<file path="src/sv/imp_pkg.sv">
// Package for the indexed max-priority table: command, status and state codes,
// field widths and the controller-to-datapath command and status structs.
// Depends on nothing.
`default_nettype none

package imp_pkg;

   localparam int CMD_BITS    = 3;
   localparam int STATUS_BITS = 3;
   localparam int ID_BITS     = 32;
   localparam int PRIO_BITS   = 31;
   localparam int RSP_PAY_BITS = 32;

   localparam logic [PRIO_BITS-1:0] PRIO_TOP = {PRIO_BITS{1'b1}};

   typedef enum logic [CMD_BITS-1:0] {
      CMD_ADD      = 3'd0,
      CMD_PROMOTE  = 3'd1,
      CMD_POP_MAX  = 3'd2,
      CMD_GET_MAX  = 3'd3,
      CMD_IS_VALID = 3'd4,
      CMD_GET      = 3'd5
   } cmd_type;

   typedef enum logic [STATUS_BITS-1:0] {
      STAT_OK        = 3'd0,
      STAT_FULL      = 3'd1,
      STAT_NOT_FOUND = 3'd2,
      STAT_EMPTY     = 3'd3,
      STAT_EXHAUSTED = 3'd4
   } status_type;

   typedef enum logic [2:0] {
      CTL_CLEAR,
      CTL_IDLE,
      CTL_SCAN,
      CTL_DRAIN,
      CTL_FINISH
   } state_type;

   typedef struct packed {
      logic load;
      logic clear_wr;
      logic scan_rd;
      logic finish;
   } ctl_type;

   typedef struct packed {
      logic last_addr;
   } stat_type;

endpackage

`default_nettype wire

</file>
<file path="src/sv/imp_ctrl.sv">
// Controller for the indexed max-priority table: sequences the clearing pass,
// the slot scan and the closing update. Depends on imp_pkg.
`default_nettype none

module imp_ctrl (
   input  wire logic              clock,
   input  wire logic              reset,
   input  wire logic              start,
   input  wire imp_pkg::stat_type stat,
   output imp_pkg::ctl_type       ctl,
   output logic                   busy
);

   imp_pkg::state_type state_ff;
   imp_pkg::state_type state_in;

   always_ff @(posedge clock) begin
      if (reset) begin
         state_ff <= imp_pkg::CTL_CLEAR;
      end else begin
         state_ff <= state_in;
      end
   end

   always_comb begin
      state_in = state_ff;
      unique case (state_ff)
         imp_pkg::CTL_CLEAR: begin
            if (stat.last_addr) state_in = imp_pkg::CTL_IDLE;
         end
         imp_pkg::CTL_IDLE: begin
            if (start) state_in = imp_pkg::CTL_SCAN;
         end
         imp_pkg::CTL_SCAN: begin
            if (stat.last_addr) state_in = imp_pkg::CTL_DRAIN;
         end
         imp_pkg::CTL_DRAIN: begin
            state_in = imp_pkg::CTL_FINISH;
         end
         imp_pkg::CTL_FINISH: begin
            state_in = imp_pkg::CTL_IDLE;
         end
         default: begin
            state_in = imp_pkg::CTL_CLEAR;
         end
      endcase
   end

   always_comb begin
      ctl  = '0;
      busy = 1'b1;
      unique case (state_ff)
         imp_pkg::CTL_CLEAR: begin
            ctl.clear_wr = 1'b1;
         end
         imp_pkg::CTL_IDLE: begin
            busy     = 1'b0;
            ctl.load = start;
         end
         imp_pkg::CTL_SCAN: begin
            ctl.scan_rd = 1'b1;
         end
         imp_pkg::CTL_DRAIN: begin
         end
         imp_pkg::CTL_FINISH: begin
            ctl.finish = 1'b1;
         end
         default: begin
         end
      endcase
   end

   // The scan must cover every slot before the table is updated.
   a_scan_holds: assert property (@(posedge clock) disable iff (reset)
      (state_ff == imp_pkg::CTL_SCAN && !stat.last_addr) |=> state_ff == imp_pkg::CTL_SCAN)
      else $error("scan left before the last slot");

   a_accept_busy: assert property (@(posedge clock) disable iff (reset)
      (start && !busy) |=> busy)
      else $error("accepted command did not raise busy");

   a_finish_idle: assert property (@(posedge clock) disable iff (reset)
      ctl.finish |=> (state_ff == imp_pkg::CTL_IDLE))
      else $error("update not followed by the idle state");

endmodule

`default_nettype wire

</file>
<file path="src/sv/imp_datapath.sv">
// Datapath for the indexed max-priority table: slot memory, scan counter,
// match and maximum search, id counter and result registers. Depends on imp_pkg.
`default_nettype none

module imp_datapath #(
   parameter int CAPACITY     = 16,
   parameter int PAYLOAD_BITS = 32
) (
   input  wire logic                               clock,
   input  wire logic                               reset,
   input  wire imp_pkg::ctl_type                   ctl,
   output imp_pkg::stat_type                       stat,
   input  wire logic [imp_pkg::CMD_BITS-1:0]       req_command,
   input  wire logic [imp_pkg::ID_BITS-1:0]        req_item_id,
   input  wire logic [imp_pkg::RSP_PAY_BITS-1:0]   req_payload,
   output logic                                    rsp_strobe,
   output logic [imp_pkg::STATUS_BITS-1:0]         rsp_status,
   output logic [imp_pkg::ID_BITS-1:0]             rsp_result_id,
   output logic [imp_pkg::RSP_PAY_BITS-1:0]        rsp_result_payload,
   output logic [imp_pkg::PRIO_BITS-1:0]           rsp_result_priority,
   output logic                                    rsp_is_member
);

   localparam int IW = $clog2(CAPACITY);
   localparam int PW = (PAYLOAD_BITS < imp_pkg::RSP_PAY_BITS) ? PAYLOAD_BITS
                                                              : imp_pkg::RSP_PAY_BITS;
   localparam int RW = 1 + imp_pkg::ID_BITS + imp_pkg::PRIO_BITS + PW;

   logic [RW-1:0] slot_mem [CAPACITY];

   logic [IW-1:0]                     addr_ff;
   logic [IW-1:0]                     addr_in;
   logic                              rd_valid_ff;
   logic [IW-1:0]                     rd_idx_ff;
   logic [RW-1:0]                     rd_row_ff;

   logic [imp_pkg::CMD_BITS-1:0]      cmd_ff;
   logic [imp_pkg::ID_BITS-1:0]       id_ff;
   logic [PW-1:0]                     pay_ff;

   logic                              hit_ff;
   logic [IW-1:0]                     hit_idx_ff;
   logic [imp_pkg::ID_BITS-1:0]       hit_id_ff;
   logic [imp_pkg::PRIO_BITS-1:0]     hit_prio_ff;
   logic [PW-1:0]                     hit_pay_ff;

   logic [imp_pkg::ID_BITS:0]         next_id_ff;
   logic [imp_pkg::ID_BITS:0]         next_id_in;

   logic                              rsp_strobe_ff;
   logic [imp_pkg::STATUS_BITS-1:0]   rsp_status_ff;
   logic [imp_pkg::ID_BITS-1:0]       rsp_id_ff;
   logic [imp_pkg::RSP_PAY_BITS-1:0]  rsp_pay_ff;
   logic [imp_pkg::PRIO_BITS-1:0]     rsp_prio_ff;
   logic                              rsp_member_ff;

   logic                              row_valid;
   logic [imp_pkg::ID_BITS-1:0]       row_id;
   logic [imp_pkg::PRIO_BITS-1:0]     row_prio;
   logic [PW-1:0]                     row_pay;
   logic                              take;

   logic                              wr_en;
   logic [IW-1:0]                     wr_addr;
   logic [RW-1:0]                     wr_row;
   logic                              fin_wr;
   logic [RW-1:0]                     fin_row;
   imp_pkg::status_type               fin_status;
   logic [imp_pkg::ID_BITS-1:0]       fin_id;
   logic [imp_pkg::RSP_PAY_BITS-1:0]  fin_pay;
   logic [imp_pkg::PRIO_BITS-1:0]     fin_prio;
   logic                              fin_member;
   logic                              fin_bump;
   logic [imp_pkg::PRIO_BITS-1:0]     new_prio;

   assign stat.last_addr = (addr_ff == IW'(CAPACITY - 1));

   always_comb begin
      addr_in = addr_ff;
      if (ctl.load) begin
         addr_in = '0;
      end else if (ctl.clear_wr || ctl.scan_rd) begin
         addr_in = stat.last_addr ? '0 : addr_ff + IW'(1);
      end
   end

   always_ff @(posedge clock) begin
      if (reset) begin
         addr_ff     <= '0;
         rd_valid_ff <= 1'b0;
      end else begin
         addr_ff     <= addr_in;
         rd_valid_ff <= ctl.scan_rd;
      end
   end

   always_ff @(posedge clock) begin
      if (wr_en) begin
         slot_mem[wr_addr] <= wr_row;
      end
      if (ctl.scan_rd) begin
         rd_row_ff <= slot_mem[addr_ff];
         rd_idx_ff <= addr_ff;
      end
   end

   assign row_valid = rd_row_ff[RW-1];
   assign row_id    = rd_row_ff[RW-2 -: imp_pkg::ID_BITS];
   assign row_prio  = rd_row_ff[PW +: imp_pkg::PRIO_BITS];
   assign row_pay   = rd_row_ff[PW-1:0];

   always_comb begin
      take = 1'b0;
      unique case (cmd_ff)
         imp_pkg::CMD_ADD: begin
            take = !row_valid && !hit_ff;
         end
         imp_pkg::CMD_PROMOTE, imp_pkg::CMD_IS_VALID, imp_pkg::CMD_GET: begin
            take = row_valid && (row_id == id_ff) && !hit_ff;
         end
         imp_pkg::CMD_POP_MAX, imp_pkg::CMD_GET_MAX: begin
            take = row_valid && (!hit_ff || (row_prio > hit_prio_ff) ||
                   ((row_prio == hit_prio_ff) && (row_id > hit_id_ff)));
         end
         default: begin
            take = 1'b0;
         end
      endcase
   end

   always_ff @(posedge clock) begin
      if (reset) begin
         hit_ff <= 1'b0;
      end else if (ctl.load) begin
         hit_ff <= 1'b0;
      end else if (rd_valid_ff && take) begin
         hit_ff <= 1'b1;
      end
   end

   always_ff @(posedge clock) begin
      if (ctl.load) begin
         cmd_ff <= req_command;
         id_ff  <= req_item_id;
         pay_ff <= req_payload[PW-1:0];
      end
      if (rd_valid_ff && take) begin
         hit_idx_ff  <= rd_idx_ff;
         hit_id_ff   <= row_id;
         hit_prio_ff <= row_prio;
         hit_pay_ff  <= row_pay;
      end
   end

   assign new_prio = (hit_prio_ff == imp_pkg::PRIO_TOP) ? hit_prio_ff
                                                        : hit_prio_ff + imp_pkg::PRIO_BITS'(1);

   always_comb begin
      fin_wr     = 1'b0;
      fin_row    = {1'b1, hit_id_ff, hit_prio_ff, hit_pay_ff};
      fin_status = imp_pkg::STAT_OK;
      fin_id     = '0;
      fin_pay    = '0;
      fin_prio   = '0;
      fin_member = 1'b0;
      fin_bump   = 1'b0;
      unique case (cmd_ff)
         imp_pkg::CMD_ADD: begin
            if (next_id_ff[imp_pkg::ID_BITS]) begin
               fin_status = imp_pkg::STAT_EXHAUSTED;
            end else if (!hit_ff) begin
               fin_status = imp_pkg::STAT_FULL;
            end else begin
               fin_wr   = 1'b1;
               fin_row  = {1'b1, next_id_ff[imp_pkg::ID_BITS-1:0],
                           {imp_pkg::PRIO_BITS{1'b0}}, pay_ff};
               fin_id   = next_id_ff[imp_pkg::ID_BITS-1:0];
               fin_bump = 1'b1;
            end
         end
         imp_pkg::CMD_PROMOTE: begin
            fin_id = id_ff;
            if (!hit_ff) begin
               fin_status = imp_pkg::STAT_NOT_FOUND;
            end else begin
               fin_wr     = 1'b1;
               fin_row    = {1'b1, hit_id_ff, new_prio, hit_pay_ff};
               fin_prio   = new_prio;
               fin_member = 1'b1;
            end
         end
         imp_pkg::CMD_POP_MAX, imp_pkg::CMD_GET_MAX: begin
            if (!hit_ff) begin
               fin_status = imp_pkg::STAT_EMPTY;
            end else begin
               fin_id     = hit_id_ff;
               fin_pay    = imp_pkg::RSP_PAY_BITS'(hit_pay_ff);
               fin_prio   = hit_prio_ff;
               fin_member = 1'b1;
               if (cmd_ff == imp_pkg::CMD_POP_MAX) begin
                  fin_wr  = 1'b1;
                  fin_row = {1'b0, hit_id_ff, hit_prio_ff, hit_pay_ff};
               end
            end
         end
         imp_pkg::CMD_IS_VALID: begin
            fin_id     = id_ff;
            fin_member = hit_ff;
         end
         imp_pkg::CMD_GET: begin
            fin_id = id_ff;
            if (!hit_ff) begin
               fin_status = imp_pkg::STAT_NOT_FOUND;
            end else begin
               fin_pay    = imp_pkg::RSP_PAY_BITS'(hit_pay_ff);
               fin_member = 1'b1;
            end
         end
         default: begin
         end
      endcase
   end

   always_comb begin
      wr_en   = 1'b0;
      wr_addr = addr_ff;
      wr_row  = '0;
      priority if (ctl.clear_wr) begin
         wr_en = 1'b1;
      end else if (ctl.finish) begin
         wr_en   = fin_wr;
         wr_addr = hit_idx_ff;
         wr_row  = fin_row;
      end
   end

   assign next_id_in = (ctl.finish && fin_bump) ? next_id_ff + (imp_pkg::ID_BITS + 1)'(1)
                                                : next_id_ff;

   always_ff @(posedge clock) begin
      if (reset) begin
         next_id_ff    <= '0;
         rsp_strobe_ff <= 1'b0;
      end else begin
         next_id_ff    <= next_id_in;
         rsp_strobe_ff <= ctl.finish;
      end
   end

   always_ff @(posedge clock) begin
      if (ctl.finish) begin
         rsp_status_ff <= fin_status;
         rsp_id_ff     <= fin_id;
         rsp_pay_ff    <= fin_pay;
         rsp_prio_ff   <= fin_prio;
         rsp_member_ff <= fin_member;
      end
   end

   assign rsp_strobe          = rsp_strobe_ff;
   assign rsp_status          = rsp_status_ff;
   assign rsp_result_id       = rsp_id_ff;
   assign rsp_result_payload  = rsp_pay_ff;
   assign rsp_result_priority = rsp_prio_ff;
   assign rsp_is_member       = rsp_member_ff;

   a_single_beat: assert property (@(posedge clock) disable iff (reset)
      rsp_strobe_ff |-> !$past(rsp_strobe_ff))
      else $error("two result beats in a row");

   a_scan_drained: assert property (@(posedge clock) disable iff (reset)
      ctl.finish |-> (!rd_valid_ff && !ctl.scan_rd))
      else $error("update issued before the scan finished");

   a_id_limit: assert property (@(posedge clock) disable iff (reset)
      next_id_ff[imp_pkg::ID_BITS] |-> (next_id_ff[imp_pkg::ID_BITS-1:0] == '0))
      else $error("id counter ran past its limit");

endmodule

`default_nettype wire

</file>
<file path="src/sv/indexed_max_priority_table.sv">
// Indexed max-priority table. A command is taken when start is high and busy low;
// its result beat appears after the scan, drain and update states, with rsp_strobe high.
// Busy holds off a new command until the last one is done: each command scans all slots
// through the single read port of the slot memory, then writes back at most once.
// After reset a clearing pass over all slots holds busy high.
`default_nettype none

module indexed_max_priority_table #(
   parameter int CAPACITY     = 16,
   parameter int PAYLOAD_BITS = 32
) (
   input  wire logic                               clock,
   input  wire logic                               reset,
   input  wire logic                               start,
   output logic                                    busy,
   input  wire logic [imp_pkg::CMD_BITS-1:0]       req_command,
   input  wire logic [imp_pkg::ID_BITS-1:0]        req_item_id,
   input  wire logic [imp_pkg::RSP_PAY_BITS-1:0]   req_payload,
   output logic                                    rsp_strobe,
   output logic [imp_pkg::STATUS_BITS-1:0]         rsp_status,
   output logic [imp_pkg::ID_BITS-1:0]             rsp_result_id,
   output logic [imp_pkg::RSP_PAY_BITS-1:0]        rsp_result_payload,
   output logic [imp_pkg::PRIO_BITS-1:0]           rsp_result_priority,
   output logic                                    rsp_is_member
);

   imp_pkg::ctl_type  ctl;
   imp_pkg::stat_type stat;

   imp_ctrl u_ctrl (
      .clock (clock),
      .reset (reset),
      .start (start),
      .stat  (stat),
      .ctl   (ctl),
      .busy  (busy)
   );

   imp_datapath #(
      .CAPACITY     (CAPACITY),
      .PAYLOAD_BITS (PAYLOAD_BITS)
   ) u_datapath (
      .clock               (clock),
      .reset               (reset),
      .ctl                 (ctl),
      .stat                (stat),
      .req_command         (req_command),
      .req_item_id         (req_item_id),
      .req_payload         (req_payload),
      .rsp_strobe          (rsp_strobe),
      .rsp_status          (rsp_status),
      .rsp_result_id       (rsp_result_id),
      .rsp_result_payload  (rsp_result_payload),
      .rsp_result_priority (rsp_result_priority),
      .rsp_is_member       (rsp_is_member)
   );

endmodule

`default_nettype wire

</file>
<file path="config.mk">
export PLATFORM = sky130hd
export DESIGN_NAME = indexed_max_priority_table
export DESIGN_NICKNAME = d
export VERILOG_FILES = /design/src/sv/imp_pkg.sv /design/src/sv/imp_ctrl.sv /design/src/sv/imp_datapath.sv /design/src/sv/indexed_max_priority_table.sv
export SDC_FILE = /design/constraint.sdc
export NUM_CORES = 2
export LEC_CHECK = 0
export ABC_AREA = 1
export BUFFER_PORTS_ARGS = -buffer_cell sky130_fd_sc_hd__buf_4
export CAP_MARGIN = 15
export CELL_PAD_IN_SITES_DETAIL_PLACEMENT = 1
export CELL_PAD_IN_SITES_GLOBAL_PLACEMENT = 1
export CORE_MARGIN = 2
export CORE_UTILIZATION = 40
export DETAILED_ROUTE_END_ITERATION = 16
export GPL_TIMING_DRIVEN = 0
export PLACE_DENSITY = 0.63
export SYNTH_ARGS = -nofsm -noshare
export SYNTH_HDL_FRONTEND = slang
export SYNTH_SLANG_ARGS = --single-unit
</file>
<file path="constraint.sdc">
create_clock -name clock -period 8 [get_ports clock]
set_clock_uncertainty 0.15 [all_clocks]
set_input_delay 0.4 -clock clock [delete_from_list [all_inputs] [get_ports clock]]
set_output_delay 0.4 -clock clock [all_outputs]
set_load 0.02 [all_outputs]
</file>
==> key figures <==
Logic synthesis
  • Share of the synthesized netlist area taken by xor and xnor gates: 0.476%
  • Synth Net Count: 6023
  • Area fraction of the dominant cell type after synthesis: 73.8%
  • Post-synthesis async set-or-reset flop share: 0%
  • Synthesized-area fraction occupied by ao, oa, aoi and oai cells: 11.4%
  • Number of standard cells after synthesis: 5887
  • Cell type with the highest aggregate area in the netlist: sky130_fd_sc_hd__edfxtp_1
  • Largest family of logic cells by synthesized area: compound AO/OA/AOI/OAI gates
  • Area fraction in and, or, nand and nor cells after synthesis: 9.22%
  • Area share of fa/ha/maj cells after synthesis: 1.07%
  • Proportion of synthesized chip area in sequential cells: 75.0%
  • Cell area after synthesis: 77300 um2
  • Syn. warnings: 0
  • Top area cells in the synthesized netlist: sky130_fd_sc_hd__edfxtp_1 74%, sky130_fd_sc_hd__o21ai_0 5.5%, sky130_fd_sc_hd__nor2_1 4.6%
  • Commonest register cell after synthesis: sky130_fd_sc_hd__edfxtp_1
  • EDFF count, synth: 1901
  • Count of cell types in the netlist: 53
  • Mux contribution to synthesized area: 0%
  • Average footprint of a synthesized cell: 13.1 um2
  • Flop and latch count out of synthesis: 1944

Timing
  • Post-route minimum period: 5.81 ns
  • Slew margin rel.: 9.74%
  • RSZ-0062 raised after global routing: no
  • Max Slew Vio Count: 0
  • Portion of the clock cycle consumed by the worst path in the final layout: 72.6%
  • Sum of negative setup slack: 0 ns
  • Slew at the pin closest to its max-slew limit: 1.35 ns
  • Final number of setup-violating endpoints: 0
  • Total count of hold-check failures in the final report: 0
  • Top achievable clock speed: 172 MHz

Drt
  • Avg WL per Cell: 28.6 um
  • Final Routed Wirelength: 263000 um
  • Initial DRC Count: 5073
  • First-pass iteration count of the detailed router: 6
  • Final routed DRC violation total: 0
  • Via-to-Cell Ratio: 5.71
  • Antenna viol nets, final: 0
  • Number of vias after detailed routing: 52500

Place
  • Number of port buffers: 170
  • Detailed Place HPWL: 184000 um
  • Number of cells in the design after placement: 8727
  • Final Wtd Congestion: 0.819

Hold path
  • Hold Crit Endpoint: u_datapath.id_ff[16]$_DFFE_PP_
  • Hold Path Stages: 2
  • Hold wc startpoint: req_item_id[16]
  • Tightest Hold Check Type: primary input to flop

Clocking
  • Count of buffers added by post-CTS timing repair for setup: 0
  • Root buffer cell: sky130_fd_sc_hd__clkbuf_16
  • CTS tree: built
  • Clock sink total: 1944
  • Clock transition at the registers of the reported paths: 0.06 ns
  • Post-CTS Resized: 0
  • H-tree depth: 4
  • CTS buffer count: 206
  • Clock latency on the worst-skew pair: 0.88 ns
  • Maximum clock path buffer count: 3

Worst setup path
  • Delay of the slowest cell on the worst path: 0.90 ns
  • Worst r2r path cells: 10
  • Worst path bufs/invs: 3
  • Worst path most repeated cell: sky130_fd_sc_hd__nor2_1
  • Data required time at the worst endpoint: 8.38 ns
  • Startpoint of the lowest-slack register-to-register path: u_datapath.cmd_ff[1]$_DFFE_PP_
  • Chain of cells forming the critical path: inv_2, nor2_1, nand2_1, nor2_1, nor2_1, a21oi_2, nand3_1, nor2_4, buf_12, buf_16
  • Kind of capture point of the worst setup path: flop
  • Data arrival time at the worst-slack endpoint: 6.19 ns
  • Gate family responsible for the most delay along the worst path: simple AND/OR/NAND/NOR gates
  • CP Max Fanout: 22
  • Endpoint of the most critical register-to-register path: u_datapath.slot_mem[7][34]$_DFFE_PP_
  • Crit path launch type: flop
  • Register-to-register setup slack: 2.19 ns
  • Critical path type: flop to flop
  • Worst-path cell with the longest stage delay: sky130_fd_sc_hd__nor2_4

Cells and area
  • Filler instances: 19400
  • Area of the multi-input gates: 17500 um2
  • Growth of design area from synthesis to finish: 19.1%
  • Fin cells: 9204
  • Fraction of final layout cells with drive strength greater than 1: 11.6%
  • Final #Nets: 6634
  • Util after Layout: 47.8%
  • Storage cell area: 57900 um2

Floorplanning
  • Number of top-level pins: 171
  • Total Die Area: 197000 um2
  • Initial core utilization: 40.2%
  • Height of the die: 444 um
  • Die X-Extent: 444 um
  • Placement row count: 161
  • Core Box Area: 192000 um2

Power and ir drop
  • Peak supply drop: 232 uV
  • Pwr per Cell Area: 242 nW/um2
  • Power consumption: 0.0223 W
  • Leakage power summed over all cells: 33.0 nW

Global routing
  • Antenna violations before repair: 19
  • Number of global-route vias before repair: 54500
  • Total routing usage reported by global routing: 26.3%
  • Global-route wire length before repair: 379000 um
  • GRT Residual Overflow: 0
  • Pin count of the biggest net entering global routing: 68

Run status
  • Result of the run: complete, no violations

Job
  • Max-cap viol count: 0
[sequential cells by signal (all words and copies together), names as in the netlist, 31 cells and up]
signal	flops
u_datapath.rsp_result_id	32
u_datapath.rsp_result_payload	32
u_datapath.pay_ff	32
u_datapath.rd_row_ff	96
u_datapath.next_id_ff	33
u_datapath.hit_pay_ff	32
u_datapath.hit_prio_ff	31
u_datapath.hit_id_ff	32
u_datapath.id_ff	32
u_datapath.rsp_result_priority	31
u_datapath.slot_mem	1536
[Yosys cell counts, types with 7 or more instances]
cell,n
sky130_fd_sc_hd__xnor2_1,11
sky130_fd_sc_hd__ha_1,66
sky130_fd_sc_hd__nor3_1,31
sky130_fd_sc_hd__nor2_1,947
sky130_fd_sc_hd__clkbuf_1,305
sky130_fd_sc_hd__dfxtp_1,43
sky130_fd_sc_hd__o211ai_1,54
sky130_fd_sc_hd__xor2_1,31
sky130_fd_sc_hd__inv_2,10
sky130_fd_sc_hd__nand3_1,199
sky130_fd_sc_hd__inv_1,208
sky130_fd_sc_hd__a21oi_1,120
sky130_fd_sc_hd__nand4_1,25
sky130_fd_sc_hd__buf_2,29
sky130_fd_sc_hd__o221ai_1,172
sky130_fd_sc_hd__o21ai_0,854
sky130_fd_sc_hd__o2bb2ai_1,7
sky130_fd_sc_hd__nand2_1,504
sky130_fd_sc_hd__a211oi_1,40
sky130_fd_sc_hd__o22ai_1,233
sky130_fd_sc_hd__nor4_1,7
sky130_fd_sc_hd__buf_1,23
sky130_fd_sc_hd__edfxtp_1,1901
[cell families (layout without fill, tap and decap cells)]
logic type	Yosys count	count (layout)
buffers and inverters	583	1366
and+or+nand+nor	1747	1747
xor gates and xnor gates	42	42
adders and majority gates	66	66
other	0	8
AOI/OAI and AO/OA	1505	1505
DFF	1944	1944
[per-stage QoR]
stage                     setup slack (ns)  hold WS (ns)  area [um2]
final                                 2.19        0.0954       92100
after global routing                  2.21        0.0764       92000
after CTS                             2.26        0.0248       91900
after detailed placement              2.32         0.255       84600
after global placement               -5.20         0.253       81700
after floorplan                       1.71         0.250       77300
[layout make-up]
| cell class | count | area share [%] |
|---|---|---|
| plain buffers | 360 | 1.55 |
| inverters | 223 | 0.922 |
| repair buffers | 403 | 5.00 |
| multi-input cells | 3360 | 19.0 |
| clock inverters | 117 | 1.26 |
| flip-flops and latches | 1944 | 62.9 |
| diodes | 8 | 0.0217 |
| well taps | 2526 | 3.43 |
| clock buffers | 263 | 5.85 |
[how the worst max path moves through the flow]
stage,start,end,slack (ns),cells after the start
final,u_datapath.cmd_ff[1]$_DFFE_PP_,u_datapath.slot_mem[7][34]$_DFFE_PP_,2.19,10
after global routing,u_datapath.cmd_ff[1]$_DFFE_PP_,u_datapath.slot_mem[7][34]$_DFFE_PP_,2.21,10
after CTS,u_datapath.cmd_ff[1]$_DFFE_PP_,u_datapath.slot_mem[7][34]$_DFFE_PP_,2.26,10
after detailed placement,u_datapath.cmd_ff[1]$_DFFE_PP_,u_datapath.slot_mem[8][7]$_DFFE_PP_,2.32,11
after global placement,u_datapath.cmd_ff[1]$_DFFE_PP_,u_datapath.slot_mem[12][25]$_DFFE_PP_,-5.20,8
after floorplan,u_datapath.cmd_ff[1]$_DFFE_PP_,u_datapath.slot_mem[0][0]$_DFFE_PP_,1.71,11
[per-layer routing]
layer  vias to the layer above  track usage (%)  wire [um]
li1                      23100                -          -
met1                     27200             35.1     110000
met2                      1808             43.6     126000
met3                       414             3.95      16700
met4                         2             9.97      10300
met5                         -                0         13
[cells in the final DEF (no fill, tap or decap), drive strengths merged, types with 31 or more instances in the layout]
| master | count |
|---|---|
| ha | 66 |
| edfxtp | 1901 |
| o21ai | 858 |
| dlygate4sd3 | 69 |
| a211oi | 41 |
| clkbuf | 569 |
| clkinv | 96 |
| o211ai | 54 |
| nor3 | 37 |
| buf | 388 |
| nand2 | 511 |
| o221ai | 172 |
| a21oi | 122 |
| nor2 | 956 |
| dfxtp | 43 |
| nand3 | 205 |
| xor2 | 31 |
| o22ai | 233 |
| inv | 222 |
[power by group]
| group | internal [W] | switching, W | leakage [nW] | total, W |
|---|---|---|---|---|
| logic | 0.000467 | 0.00120 | 9.78 | 0.00166 |
| registers | 0.0112 | 0.0000369 | 20.1 | 0.0113 |
| clock network | 0.00521 | 0.00416 | 3.14 | 0.00937 |
[what timing repair did]
item                                    CTS  global route
endpoints found under the hold margin    74             0
endpoints found under the setup margin    0             0
hold buffers                             69             0
(Power assumes the default switching activity.)
